==> config.mk <==
export PLATFORM = sky130hd
export DESIGN_NAME = lobl_cell
export DESIGN_NICKNAME = d
export VERILOG_FILES = /design/src/rtl/limit_order_book_levels_assert.svh /design/src/rtl/lobl_pkg.sv /design/src/rtl/lobl_cell.sv
export SDC_FILE = /design/constraint.sdc
export NUM_CORES = 1
export LEC_CHECK = 0
export BUFFER_PORTS_ARGS = -buffer_cell sky130_fd_sc_hd__buf_2
export CORE_MARGIN = 10
export CORE_UTILIZATION = 49
export CTS_BUF_LIST = sky130_fd_sc_hd__clkbuf_4 sky130_fd_sc_hd__clkbuf_8 sky130_fd_sc_hd__clkbuf_16
export CTS_CLUSTER_DIAMETER = 80
export CTS_CLUSTER_SIZE = 8
export DETAILED_ROUTE_END_ITERATION = 8
export PLACE_DENSITY = 0.85
export SLEW_MARGIN = 20
export SYNTH_ARGS = -nofsm -noshare
export SYNTH_HDL_FRONTEND = slang
export SYNTH_SLANG_ARGS = --single-unit
==> constraint.sdc <==
create_clock -name clk -period 1.18 [get_ports clk]
set_input_delay 0.059 -clock clk [delete_from_list [all_inputs] [get_ports clk]]
set_output_delay 0.059 -clock clk [all_outputs]
set_load 0.02 [all_outputs]
==> src/rtl/limit_order_book_levels_assert.svh <==
// Assertion helpers for the order book level block.
// Each macro needs a clock named clk and an active-low reset named arst_n in scope.
`ifndef LIMIT_ORDER_BOOK_LEVELS_ASSERT_SVH
`define LIMIT_ORDER_BOOK_LEVELS_ASSERT_SVH

// Same-cycle implication.
`define LOBL_ASSERT_IMP(label, ante, cons) \
	label: assert property (@(posedge clk) disable iff (!arst_n) (ante) |-> (cons)) \
		else $error("order book level check failed");

// Next-cycle implication.
`define LOBL_ASSERT_NXT(label, ante, cons) \
	label: assert property (@(posedge clk) disable iff (!arst_n) (ante) |=> (cons)) \
		else $error("order book level check failed");

`endif

==> src/rtl/lobl_pkg.sv <==
// ----------------------------------------------------------------------------
// lobl_pkg
// Shared types and codes for the order book price level block.
// ----------------------------------------------------------------------------
`default_nettype none

package lobl_pkg;

	// Incoming request
	typedef struct packed {
		logic        req_type;
		logic [9:0]  order_id;
		logic [19:0] order_qty;
		logic [7:0]  price_tick;
		logic        sell_side;
	} req_t;

	// Outgoing result
	typedef struct packed {
		logic [1:0]  status;
		logic        bid_valid;
		logic [7:0]  best_bid;
		logic        ask_valid;
		logic [7:0]  best_ask;
		logic [31:0] level_total;
	} rsp_t;

	// Status codes
	localparam logic [1:0] ST_OK      = 2'd0;
	localparam logic [1:0] ST_UNKNOWN = 2'd1;
	localparam logic [1:0] ST_DUP     = 2'd2;
	localparam logic [1:0] ST_OVF     = 2'd3;

	// Request kinds
	localparam logic REQ_ADD    = 1'b0;
	localparam logic REQ_CANCEL = 1'b1;

	// Occupancy bits held by one cell per side
	localparam int WORD_BITS = 8;

	// Largest order count a level may hold
	localparam logic [10:0] COUNT_MAX = 11'h7FF;

	typedef enum logic [2:0] {
		S_CLEAR,
		S_IDLE,
		S_SLOT,
		S_LEVEL,
		S_SCAN,
		S_DONE
	} state_t;

	// Control broadcast to every cell
	typedef struct packed {
		logic       upd;
		logic       upd_set;
		logic       side;
		logic [2:0] bit_idx;
		logic       start;
		logic       scan_side;
	} cell_ctl_t;

	// Report from one cell
	typedef struct packed {
		logic       occ;
		logic       tok_out;
		logic       hit;
		logic [2:0] hit_pos;
	} cell_res_t;

endpackage

`default_nettype wire

==> src/rtl/lobl_cell.sv <==
// ----------------------------------------------------------------------------
// lobl_cell
// One word of level occupancy for both sides, with a scan token that walks
// the chain one cell per cycle until it meets an occupied word.
// ----------------------------------------------------------------------------
`default_nettype none

module lobl_cell (
	input  logic                 clk,
	input  logic                 arst_n,
	input  lobl_pkg::cell_ctl_t  ctl,
	input  logic                 sel,
	input  logic                 tok_in,
	output lobl_pkg::cell_res_t  res
);
	import lobl_pkg::*;

	logic [WORD_BITS-1:0] occ_bid_q;
	logic [WORD_BITS-1:0] occ_ask_q;
	logic                 tok_q;
	logic [WORD_BITS-1:0] word;
	logic [WORD_BITS-1:0] upd_word;
	logic [2:0]           pos;

	// Hold occupancy and advance the scan token
	always_ff @(posedge clk or negedge arst_n) begin
		if (!arst_n) begin
			occ_bid_q <= '0;
			occ_ask_q <= '0;
			tok_q     <= 1'b0;
		end else begin
			if (ctl.upd && sel) begin
				if (ctl.side) begin
					occ_ask_q[ctl.bit_idx] <= ctl.upd_set;
				end else begin
					occ_bid_q[ctl.bit_idx] <= ctl.upd_set;
				end
			end
			tok_q <= (ctl.start && sel) || tok_in;
		end
	end

	assign word     = ctl.scan_side ? occ_ask_q : occ_bid_q;
	assign upd_word = ctl.side ? occ_ask_q : occ_bid_q;

	// Pick lowest set bit for asks, highest for bids
	always_comb begin
		pos = '0;
		if (ctl.scan_side) begin
			for (int i = WORD_BITS - 1; i >= 0; i--) begin
				if (word[i]) pos = 3'(i);
			end
		end else begin
			for (int i = 0; i < WORD_BITS; i++) begin
				if (word[i]) pos = 3'(i);
			end
		end
	end

	assign res.occ     = sel && upd_word[ctl.bit_idx];
	assign res.tok_out = tok_q && (word == '0);
	assign res.hit     = tok_q && (word != '0);
	assign res.hit_pos = pos;

endmodule

`default_nettype wire

# After elaboration in Yosys (flattened, before gate mapping)
# Cells that the tools add are included.
[word_totals]
regBits = 17
inputBits = 12
wordCells = 41
[classes]
magnitude_cmp = 2
mux = 24
bitwise = 1
n_reduce_logical = 11
[ops]
columns = ["operator", "count"]
rows = [
  ["2-to-1 mux 3 bit", 15],
  ["bitwise mux 8 bit", 2],
  ["2-to-1 mux 8 bit", 2],
  ["logical NOT 8 bit", 1],
  ["nonzero test 8 bit", 1],
  ["logical AND 1 bit", 6],
  ["< comparator 3 x 4 -> 1 bit, second input constant", 1],
  ["AND reduction 2 bit", 2],
  ["binary-select mux 1 bit (select 3 bit)", 1],
  ["demux 1 bit (select 3 bit)", 1],
  [">= comparator 3 x 1 -> 1 bit, second input constant", 1],
  ["2-to-1 mux 1 bit", 3],
  ["logical OR 1 bit", 1],
  ["inverter 1 bit", 1],
]

# Longest topological paths before layout
# Gate-level depths: netlist of the first run.
[logic_depth]
ltp_word = 10
mapped_depth = 5

# Worst setup path after synthesis of the first run
# OpenSTA, ideal clock, no wires.
[synth_timing]
path_type = "register to output"
from = "register occ_ask_q[7]"
to = "output port res[4] (netlist name)"
t_arrival_ns = 1.188
required_time_ns = 1.121
slack_ns = -0.067
stages_incl_launch_ff = 5
n_path_buf = 0
path_cell_list = "dfrtp_1 nor3b_1 o22ai_1 nor3_1 and2_1"
[synth_rtl]
columns = ["item", "line_no", "rtl"]
rows = [
  ["start, declared", "lobl_cell.sv:19", "logic [WORD_BITS-1:0] occ_ask_q;"],
  ["start signal, assigned by index", "lobl_cell.sv:34", "occ_ask_q[ctl.bit_idx] <= ctl.upd_set;"],
  ["end, declared", "lobl_cell.sv:14", "output lobl_pkg::cell_res_t res"],
]

==> metrics.md, run 1 <==
| Metric | Value |
|---|---|
| Status | `finished with violations` |
| Failing checks | `negative setup slack` |
| Fin util | `78.03%` |
| Clock Sinks | `17` |
| Final Hold Slack | `0.02591 ns` |
| Vias | `1170` |
| Final std cell area, no fill | `1578 um^2` |
| Worst Max-Slew Pin Slew | `0.4492 ns` |
| Initial core utilization | `52.78%` |
| WP data required | `1.12 ns` |
| Total GRT Usage | `13.72%` |
| Max Root-Sink Buffers | `2` |
| Worst EP arrival | `1.67 ns` |
| DP Wirelength | `2259 um` |
| Ant. Diodes | `0` |
| CTS HTree Levels | `1` |
| Initial DRT Pass Iterations | `4` |
| Clock Root Buffer | `clkbuf_4` |
| Clk_lat worst skew | `0.30 ns` |
| Register area share after synthesis | `39.86%` |
| Number of global-route vias before repair | `1079` |
| Period Utilization, post-route | `146.3%` |
| Critical Path Start Type | `flip-flop` |
| Worst Hold Depth | `2` |
| TritonCTS Buffers | `3` |
| Number of cell rows | `16` |
| Cell area after synthesis | `1067 um^2` |
| Yosys reg bits | `17` |
| Crit path max-delay cell type | `dfrtp_1` |
| Max-Cap Viols | `0` |
| Post-synthesis cell type count | `30` |
| Clock-pin slew on the worst setup and hold paths | `0.10 ns` |
| Final worst slack | `-0.5465 ns` |
| Reg-to-Reg End | `occ_bid_q[6]` |
| I/O Buffers | `17` |
| Maximum VDD drop | `0.001077 V` |
| Wirelength per Cell | `17.61 um` |
| Hold Path End | `occ_bid_q[1]` |
| Largest cells by area after synthesis | `dfrtp_1 (40%), o31ai_1 (11%), o21ai_0 (8.0%), mux2i_1 (6.6%), nor2_1 (3.9%)` |
| Largest net degree at the start of global routing | `18` |
| CP endpoint kind | `output port` |
| Setup Slack @ Placement | `-0.2315 ns` |
| Slew headroom | `70.05%` |
| FF-to-FF path depth | `4` |
| Post-synth top flop | `dfrtp_1` |
| Die width | `66.67 um` |
| LEAKAGE | `0.6923 nW` |
| Iteration-0 DRC Markers | `77` |
| GP Congestion | `0.8642` |
| Fin Clk Skew | `0 ns` |
| Crit-path max FO | `3` |
| Drc violations | `0` |
| Drt total wl | `3417 um` |
| Post-synth top cells | `dfrtp_1 (17), o21ai_0 (17), o31ai_1 (15)` |
| Final #Nets | `180` |
| PnR Total Power | `2.100 mW` |
| Yosys top cell area share | `39.86%` |
| Final setup vio count | `6` |
| PwrDens | `1331 nW/um^2` |
| I/O Pins | `18` |
| CP cell instances | `mux2_4 > nand2_2 > o21ai_2 > o41a_1 > buf_6` |
| Via/cell ratio | `6.031` |
| Share of async-settable or async-resettable flops after synthesis | `100.0%` |
| Core box area | `2022 um^2` |
| Multi-input gate area | `701.9 um^2` |
| Gate Count Post-Synth | `118` |
| Die height | `66.67 um` |
| Area after DPL | `1366 um^2` |
| Final max-slew violation count | `0` |
| CTS tree | `done` |
| Syn_area_per_cell | `9.045 um^2` |
| Fraction of layout cells with a size suffix above 1 | `45.51%` |
| Register Area | `429.2 um^2` |
| Area grow syn2layout | `47.83%` |
| Yosys top cell by area | `dfrtp_1` |
| Yosys Warn Count | `0` |
| EDFF count, synth | `0` |
| # fillers | `134` |
| R2R Path Start | `occ_bid_q[6]` |
| First-pass GRT wire length | `4912 um` |
| Post-Syn Nets | `130` |
| Peak Freq | `0.5792 GHz` |
| Minimum clock period | `1.726 ns` |
| Grt total ovfl | `0` |
| Die ar. | `4445 um^2` |
| Worst reg2reg setup slack | `0.18 ns` |
| Hold Crit Start | `ctl[6]` |
| Post-route ant nets | `0` |
| Initial antenna violation count | `0` |
| Final Hold Vio Count | `0` |
| RSZ-0062 raised after global routing | `yes` |
| Crit-path max cell delay | `0.41 ns` |
| Hold WC Path Type | `primary input to flip-flop` |
| Setup CP Type | `flip-flop to output port` |
-- final cells by class --
cell class | instances | share of cell area, %
multi-input cells | 94 | 44.49
flip-flops and latches | 17 | 27.20
repair buffers | 50 | 23.79
well taps | 27 | 2.141
clock buffers | 4 | 1.903
inverters | 2 | 0.4758
-- registers in the layout, indices dropped and copies added, names as in the netlist --
signal / flops
occ_ask_q: 8
occ_bid_q: 8
tok_q: 1
-- kinds of logic after synthesis --
logic type	synth area share, %
AO/OA/AOI/OAI	28.14
AND/OR/NAND/NOR	18.76
flip-flops	39.86
multiplexers	9.730
buffers and inverters	3.516
-- layout by cell type, fill, tap and decap left out, types with 4 or more instances in the layout --
cell type | netlist | final
clkbuf_4 | 0 | 4
buf_6 | 1 | 6
nand2_1 | 5 | 4
dfrtp_1 | 17 | 14
nor2_1 | 11 | 8
buf_4 | 0 | 29
mux2i_1 | 7 | 6
buf_2 | 3 | 12
o21ai_0 | 17 | 14
o31ai_1 | 15 | 15
-- per-layer routing --
layer | global-route usage, % | routed length, um
met5 | 0 | 0
met4 | 2.880 | 38
met3 | 3.344 | 215
met2 | 24.53 | 1770
met1 | 15.96 | 1393
-- how the worst max path moves through the flow --
| stage | slack (ns) | endpoint | depth (start not counted) | startpoint |
|---|---|---|---|---|
| 5_1_grt | -0.58 | res[5] | 5 | occ_bid_q[1] |
| 3_3_place_gp | -0.16 | res[4] | 5 | occ_ask_q[7] |
| 4_1_cts | -0.47 | res[4] | 5 | occ_ask_q[7] |
| 6_report | -0.55 | res[5] | 5 | occ_bid_q[1] |
| 3_5_place_dp | -0.23 | res[4] | 5 | occ_ask_q[5] |
| 2_1_floorplan | -0.04 | res[5] | 4 | occ_ask_q[1] |
-- worst max-delay path, delay by kind of cell, from the launching register on --
family | cells | cell delay (ns)
simple gates | 1 | 0.07
compound gates | 2 | 0.46
mux | 1 | 0.28
buf+inv | 1 | 0.14
flops | 1 | 0.41
-- stage by stage --
step	setup TNS (ns)	std cells
after global placement	-0.6878	184
after CTS	-2.433	192
after detailed placement	-1.193	184
after floorplan	-0.07484	118
final	-2.529	194
after global routing	-2.879	194
-- where the power goes --
group	switching [mW]	total (mW)	internal [mW]
clock	0.189	0.344	0.155
sequential	0.134	0.824	0.690
combinational	0.442	0.933	0.491
-- timing repair --
item | CTS | global route
gates resized for setup | 15 | 22
hold buffers | 3 | 0
pin swaps | 1 | 8
setup buffers | 1 | 2
setup endpoints to repair | 6 | 6
hold endpoints to repair | 18 | 0
Note: power is estimated with default switching activity, not from simulation.
==> run 2: changes to the inputs <==
- SETUP_SLACK_MARGIN: unset -> 0.5
==> run 2 against run 1 <==
The run still ends with negative setup slack left. Largest cell class unchanged. Non-clock buffer count fell by 1. Wire length is 17% higher. Combinational power is 11% higher. Cell area rose by 9.5%.
==> metrics.md, run 2 (same netlist as run 1, synthesis figures left out) <==
| Metric | Value |
|---|---|
| Most frequent cells in the layout | `buf_4 (23), buf_6 (14), nor2_1 (10), dfrtp_1 (10), o21ai_2 (9) (was buf_4 (29), o31ai_1 (15), o21ai_0 (14), dfrtp_1 (14), buf_2 (12))` |
| GP Congestion | `0.8187 (was 0.8642)` |
| Sequential power share | `38.2% (was 39.2%)` |
| Clk_lat worst skew | `0.31 ns (was 0.30 ns)` |
| Iteration-0 DRC Markers | `71 (was 77)` |
| Max Root-Sink Buffers | `2 (unchanged)` |
| CTS HTree Levels | `1 (unchanged)` |
| PwrDens | `1311 nW/um^2 (was 1331 nW/um^2)` |
| PnR Total Power | `2.265 mW (was 2.100 mW)` |
| Crit path max-delay cell type | `dfrtp_1 (unchanged)` |
| Final #Nets | `179 (was 180)` |
| Largest net degree at the start of global routing | `18 (unchanged)` |
| Crit-path max cell delay | `0.44 ns (was 0.41 ns)` |
| Post-route ant nets | `0 (unchanged)` |
| Largest regs | `occ_ask_q (8), occ_bid_q (8), tok_q (1) (unchanged)` |
| Core box area | `2022 um^2 (unchanged)` |
| Fraction of layout cells with a size suffix above 1 | `57.83% (was 45.51%)` |
| Final std cell area, no fill | `1728 um^2 (was 1578 um^2)` |
| Period Utilization, post-route | `146.3% (about the same)` |
| Number of global-route vias before repair | `1213 (was 1079)` |
| Worst EP arrival | `1.67 ns (about the same)` |
| Drc violations | `0 (unchanged)` |
| Fin Clk Skew | `0 ns (unchanged)` |
| Setup CP Type | `flip-flop to output port (unchanged)` |
| Final max-slew violation count | `0 (unchanged)` |
| LEAKAGE | `0.7341 nW (was 0.6923 nW)` |
| I/O Pins | `18 (unchanged)` |
| Initial antenna violation count | `1 (was 0)` |
| Via/cell ratio | `6.407 (was 6.031)` |
| TritonCTS Buffers | `3 (unchanged)` |
| Die height | `66.67 um (unchanged)` |
| CTS tree | `done (unchanged)` |
| Register Area | `434.2 um^2 (was 429.2 um^2)` |
| Peak Freq | `0.5794 GHz (was 0.5792 GHz)` |
| Grt total ovfl | `0 (unchanged)` |
| CP endpoint kind | `output port (unchanged)` |
| Die ar. | `4445 um^2 (unchanged)` |
| Area after DPL | `1380 um^2 (was 1366 um^2)` |
| Pint | `1.405 mW (was 1.336 mW)` |
| Final Hold Vio Count | `0 (unchanged)` |
| Most common cell after layout, fill and taps aside | `buf_4 (unchanged)` |
| RSZ-0062 raised after global routing | `yes (unchanged)` |
| Status | `finished with violations (unchanged)` |
| Final setup vio count | `6 (unchanged)` |
| Failing checks | `negative setup slack (unchanged)` |
| Total GRT Usage | `16.54% (was 13.72%)` |
| Sw Ratio | `37.95% (was 36.41%)` |
| Initial DRT Pass Iterations | `4 (unchanged)` |
| DP Wirelength | `2376 um (was 2259 um)` |
| Number of cell rows | `16 (unchanged)` |
| CP cell instances | `mux2_4 > nand2_2 > o21ai_2 > o41a_1 > buf_6 (unchanged)` |
| Hold WC Path Type | `primary input to flip-flop (unchanged)` |
| Crit-path max FO | `4 (was 3)` |
| Maximum VDD drop | `0.001229 V (was 0.001077 V)` |
| First-pass GRT wire length | `5706 um (was 4912 um)` |
| Vias | `1243 (was 1170)` |
| Clock-pin slew on the worst setup and hold paths | `0.10 ns (about the same)` |
| Max-Cap Viols | `0 (unchanged)` |
| Clk pwr share | `15.7% (was 16.4%)` |
| I/O Buffers | `17 (unchanged)` |
| Clock Root Buffer | `clkbuf_4 (unchanged)` |
| WP data required | `1.12 ns (about the same)` |
| Comb pwr share | `46.1% (was 44.4%)` |
| Multi-input gate area | `802.0 um^2 (was 701.9 um^2)` |
| Clock Sinks | `17 (unchanged)` |
| # fillers | `104 (was 134)` |
| Drt total wl | `4001 um (was 3417 um)` |
| Area grow syn2layout | `61.90% (was 47.83%)` |
| Worst Max-Slew Pin Slew | `0.5397 ns (was 0.4492 ns)` |
| Final worst slack | `-0.5459 ns (was -0.5465 ns)` |
| Slew headroom | `63.98% (was 70.05%)` |
| Wirelength per Cell | `20.62 um (was 17.61 um)` |
| Minimum clock period | `1.726 ns (about the same)` |
| Die width | `66.67 um (unchanged)` |
| P_sw | `0.8597 mW (was 0.7647 mW)` |
| Critical Path Start Type | `flip-flop (unchanged)` |
| Initial core utilization | `52.78% (unchanged)` |
[run 2: power by group through the flow]
| stage | sequential, mW | clock (mW) | combinational [mW] |
|---|---|---|---|
| after floorplan | 0.788 | 0 | 0.490 |
| after global placement | 0.825 | 0 | 0.718 |
| after detailed placement | 0.830 | 0 | 0.759 |
| after CTS | 0.822 | 0.344 | 0.877 |
| after global routing | 0.875 | 0.376 | 1.11 |
| final | 0.865 | 0.356 | 1.04 |
[run 2: through the flow]
stage | utilization [%] | hold slack, ns | setup TNS [ns] | std cells | setup slack [ns]
2_1_floorplan | - | -0.2366 | -0.02464 | 118 | -0.02464
3_3_place_gp | 68.26 | -0.008056 | -0.3528 | 176 | -0.1199
3_5_place_dp | 68.26 | -0.002777 | -0.5556 | 176 | -0.1465
4_1_cts | 77.85 | 0.01708 | -2.445 | 190 | -0.4731
5_1_grt | 85.46 | 0.01965 | -3.091 | 194 | -0.5857
6_report | 85.46 | 0.03132 | -2.754 | 194 | -0.5459
[run 2: worst paths after layout]
check / cells after the start / slack, ns / to / start
setup / recovery: 5 / -0.55 / res[5] / occ_bid_q[1]
hold / removal: 2 / 0.03 / occ_ask_q[1] / ctl[6]
setup reg to reg: 3 / 0.32 / occ_bid_q[7] / occ_bid_q[7]
hold reg to reg: 2 / 0.57 / occ_ask_q[5] / occ_ask_q[5]
max in group asynchronous: 2 / 0.67 / occ_ask_q[5] / arst_n
min in group asynchronous: 2 / 0.20 / occ_ask_q[0] / arst_n
[run 2: layout make-up]
type	count	area share (%)
Antenna cell	1	0.1448
Clock buffer	4	1.738
Inverter	2	0.4345
Multi-Input combinational cell	94	46.42
Sequential cell	17	25.13
Tap cell	27	1.955
Timing Repair Buffer	49	24.19
[run 2: repair_timing]
item / 4_1_cts / 5_1_grt
setup endpoints to repair: 22 / 22
gates resized for setup: 31 / 38
endpoints found under the hold margin: 18 / 0
hold buffers: 3 / 0
buffers inserted: 7 / 3
pin swaps: 4 / 7
[run 2: worst max-delay path, delay by kind of cell (launching register included)]
family | cells | cell delay, ns
flops | 1 | 0.44
buf+inv | 1 | 0.14
mux | 1 | 0.30
simple gates | 1 | 0.09
compound gates | 2 | 0.38
[run 2: per-layer routing]
layer	global-route usage (%)	wire, um	vias up
li1	-	-	551
met1	19.15	1447	598
met2	26.42	2066	71
met3	3.512	294	23
met4	11.52	192	0
met5	0	0	-
==> run 3: changes to the inputs <==
- CORE_UTILIZATION: 49 -> 55
- PLACE_DENSITY: 0.85 -> 0.89
- clock period: 1.18 -> 2.07 ns (I/O delays scaled with it)
==> run 3 against run 2 <==
Count of clock-buffer cells in the layout fell by 1. Global-route usage fell by 2.3 points. Largest cell class unchanged. The run now ends clean. Final cell count fell by 11%.
==> metrics.md, run 3 (same netlist as run 1, synthesis figures left out) <==
| Metric | Value |
|---|---|
| Largest net degree at the start of global routing | `18 (unchanged)` |
| Setup TNS | `0 ns (was -2.754 ns)` |
| Die ar. | `4102 um^2 (was 4445 um^2)` |
| I/O Buffers | `17 (unchanged)` |
| Setup Slack @ Placement | `0.6025 ns (was -0.1465 ns)` |
| Drc violations | `0 (unchanged)` |
| Worst Max-Slew Pin Slew | `0.5006 ns (was 0.5397 ns)` |
| Number of global-route vias before repair | `992 (was 1213)` |
| Die width | `64.05 um (was 66.67 um)` |
| PnR Total Power | `1.107 mW (was 2.265 mW)` |
| Most frequent cells in the layout | `o21ai_0 (16), dfrtp_1 (16), o31ai_1 (15) (was buf_4 (23), buf_6 (14), nor2_1 (10), dfrtp_1 (10), o21ai_2 (9))` |
| Total GRT Usage | `14.22% (was 16.54%)` |
| Number of cell rows | `15 (was 16)` |
| FF-to-FF path depth | `2 (was 3)` |
| Clock-pin slew on the worst setup and hold paths | `0.10 ns (about the same)` |
| CTS HTree Levels | `1 (unchanged)` |
| Period Utilization, post-route | `82.36%` |
| R2R Path Start | `occ_ask_q[1] (was occ_bid_q[7])` |
| Initial DRT Pass Iterations | `5 (was 4)` |
| Crit path max-delay cell type | `dfrtp_1 (unchanged)` |
| Final max-slew violation count | `0 (unchanged)` |
| RSZ-0062 raised after global routing | `yes (unchanged)` |
| LEAKAGE | `0.5993 nW (was 0.7341 nW)` |
| Final std cell area, no fill | `1386 um^2 (was 1728 um^2)` |
| Cell count along the critical path | `5 (unchanged)` |
| Wirelength per Cell | `18.04 um (was 20.62 um)` |
| Slew headroom | `66.53% (was 63.98%)` |
| Die height | `64.05 um (was 66.67 um)` |
| Worst reg2reg setup slack | `1.12 ns (was 0.32 ns)` |
| Final #Nets | `161 (was 179)` |
| Max Root-Sink Buffers | `2 (unchanged)` |
| DP Wirelength | `2055 um (was 2376 um)` |
| Post-route ant nets | `0 (unchanged)` |
| Status | `complete, no violations (was finished with violations)` |
| CP cell instances | `nor3_1 > o22ai_2 > nor3_2 > and2_1 > buf_2 (was mux2_4 > nand2_2 > o21ai_2 > o41a_1 > buf_6)` |
| Max-Cap Viols | `0 (unchanged)` |
| Grt total ovfl | `0 (unchanged)` |
| Crit-path leading delay family | `simple AND/OR/NAND/NOR gates (was flip-flops)` |
| Maximum VDD drop | `0.0006757 V (was 0.001229 V)` |
| Worst EP arrival | `1.60 ns (was 1.67 ns)` |
| Clk_lat worst skew | `0.29 ns (was 0.31 ns)` |
| Reg-to-Reg End | `occ_ask_q[1] (was occ_bid_q[7])` |
| Critical Path Start Type | `flip-flop (unchanged)` |
| Via/cell ratio | `6.416 (was 6.407)` |
| Clock Root Buffer | `clkbuf_4 (unchanged)` |
| Vias | `1110 (was 1243)` |
| Bufs and invs on worst path | `1 (unchanged)` |
| Hold WC Path Type | `primary input to flip-flop (unchanged)` |
| Minimum clock period | `1.705 ns` |
| CTS tree | `done (unchanged)` |
| Crit path capture | `res[4] (was res[5])` |
| GP Congestion | `0.8683 (was 0.8187)` |
| Fin Clk Skew | `0 ns (unchanged)` |
| TritonCTS Buffers | `3 (unchanged)` |
| I/O Pins | `18 (unchanged)` |
| Crit-path max FO | `4 (unchanged)` |
| Drt total wl | `3121 um (was 4001 um)` |
| Initial core utilization | `59.86% (was 52.78%)` |
| First-pass GRT wire length | `4781 um (was 5706 um)` |
| Setup CP Type | `flip-flop to output port (unchanged)` |
| PwrDens | `798.2 nW/um^2 (was 1311 nW/um^2)` |
| WP data required | `1.97 ns (was 1.12 ns)` |
| Peak Freq | `0.5866 GHz` |
| Final Hold Vio Count | `0 (unchanged)` |
| Final setup vio count | `0 (was 6)` |
| Fraction of layout cells with a size suffix above 1 | `35.14% (was 57.83%)` |
| CP endpoint kind | `output port (unchanged)` |
| Iteration-0 DRC Markers | `90 (was 71)` |
| Ant. Diodes | `0 (was 1)` |
| Area grow syn2layout | `29.89% (was 61.90%)` |
| Core box area | `1783 um^2 (was 2022 um^2)` |
| Clock Sinks | `17 (unchanged)` |
| Crit. Startpoint | `occ_bid_q[5] (was occ_bid_q[1])` |
| Final worst slack | `0.3652 ns (was -0.5459 ns)` |
| Largest regs | `occ_ask_q (8), occ_bid_q (8), tok_q (1) (unchanged)` |
| Initial antenna violation count | `0 (was 1)` |
| Area after DPL | `1154 um^2 (was 1380 um^2)` |
| Crit-path max cell delay | `0.45 ns (was 0.44 ns)` |
==> run 3: changes by cell type in the layout (fill, tap and decap cells not counted), sizes merged <==
| cell | change |
|---|---|
| dlygate4sd3 | -1 |
| diode | -1 |
| buf | -16 |
| clkinv | +1 |
| clkbuf | -2 |
==> run 3: layout make-up <==
class	count	area, um^2
fill	124	396.6
sequential	17	426.7
tap	25	31.28
multi-input combinational	94	676.9
clock inverter	1	5.005
timing repair buffer	31	216.5
clock buffer	3	22.52
inverter	2	7.507
==> run 3: worst min-delay path by stage <==
| stage | from | endpoint | slack (ns) | cells after the start |
|---|---|---|---|---|
| 3_5_place_dp | arst_n | occ_bid_q[2] | 0.04 | 1 |
| 5_1_grt | ctl[1] | tok_q | 0.006 | 2 |
| 4_1_cts | ctl[1] | tok_q | 0.008 | 2 |
| 2_1_floorplan | arst_n | occ_ask_q[0] | -0.19 | 0 |
| 6_report | ctl[1] | tok_q | 0.02 | 2 |
| 3_3_place_gp | arst_n | occ_ask_q[2] | 0.04 | 1 |
==> run 3: through the flow <==
step                      hold slack, ns  utilization [%]  cells
after floorplan                  -0.1921                -    118
after global placement           0.03508            64.70    155
after detailed placement         0.03999            64.70    155
after CTS                       0.008372            73.82    169
after global routing            0.005708            77.75    173
final                            0.02049            77.75    173
==> run 3: where the power goes <==
| group | switching, mW | internal [mW] |
|---|---|---|
| clock | 0.105 | 0.0721 |
| combinational | 0.222 | 0.227 |
| sequential | 0.0877 | 0.392 |
| total | 0.416 | 0.691 |
==> run 3: worst register-to-register path, delay by kind of cell, from the launching register on <==
kind	cells	cell delay [ns]
muxes	1	0.26
DFF	1	0.43
buffers and inverters	1	0.15
==> run 3: repair_timing <==
action                                 in CTS  in global routing
hold buffers                                2                  0
endpoints found under the hold margin      18                  0
setup endpoints to repair                   6                  6
buffers inserted                            8                  4
pin swaps                                   3                  3
resized for setup                          15                  9
==> run 3: per-layer routing <==
metal  vias to the layer above  wire (um)  track usage (%)
li1                        512          -                -
met1                       524       1254            18.20
met2                        59       1493            21.64
met3                        15        254            2.962
met4                         0        119            7.923
met5                         -          0                0
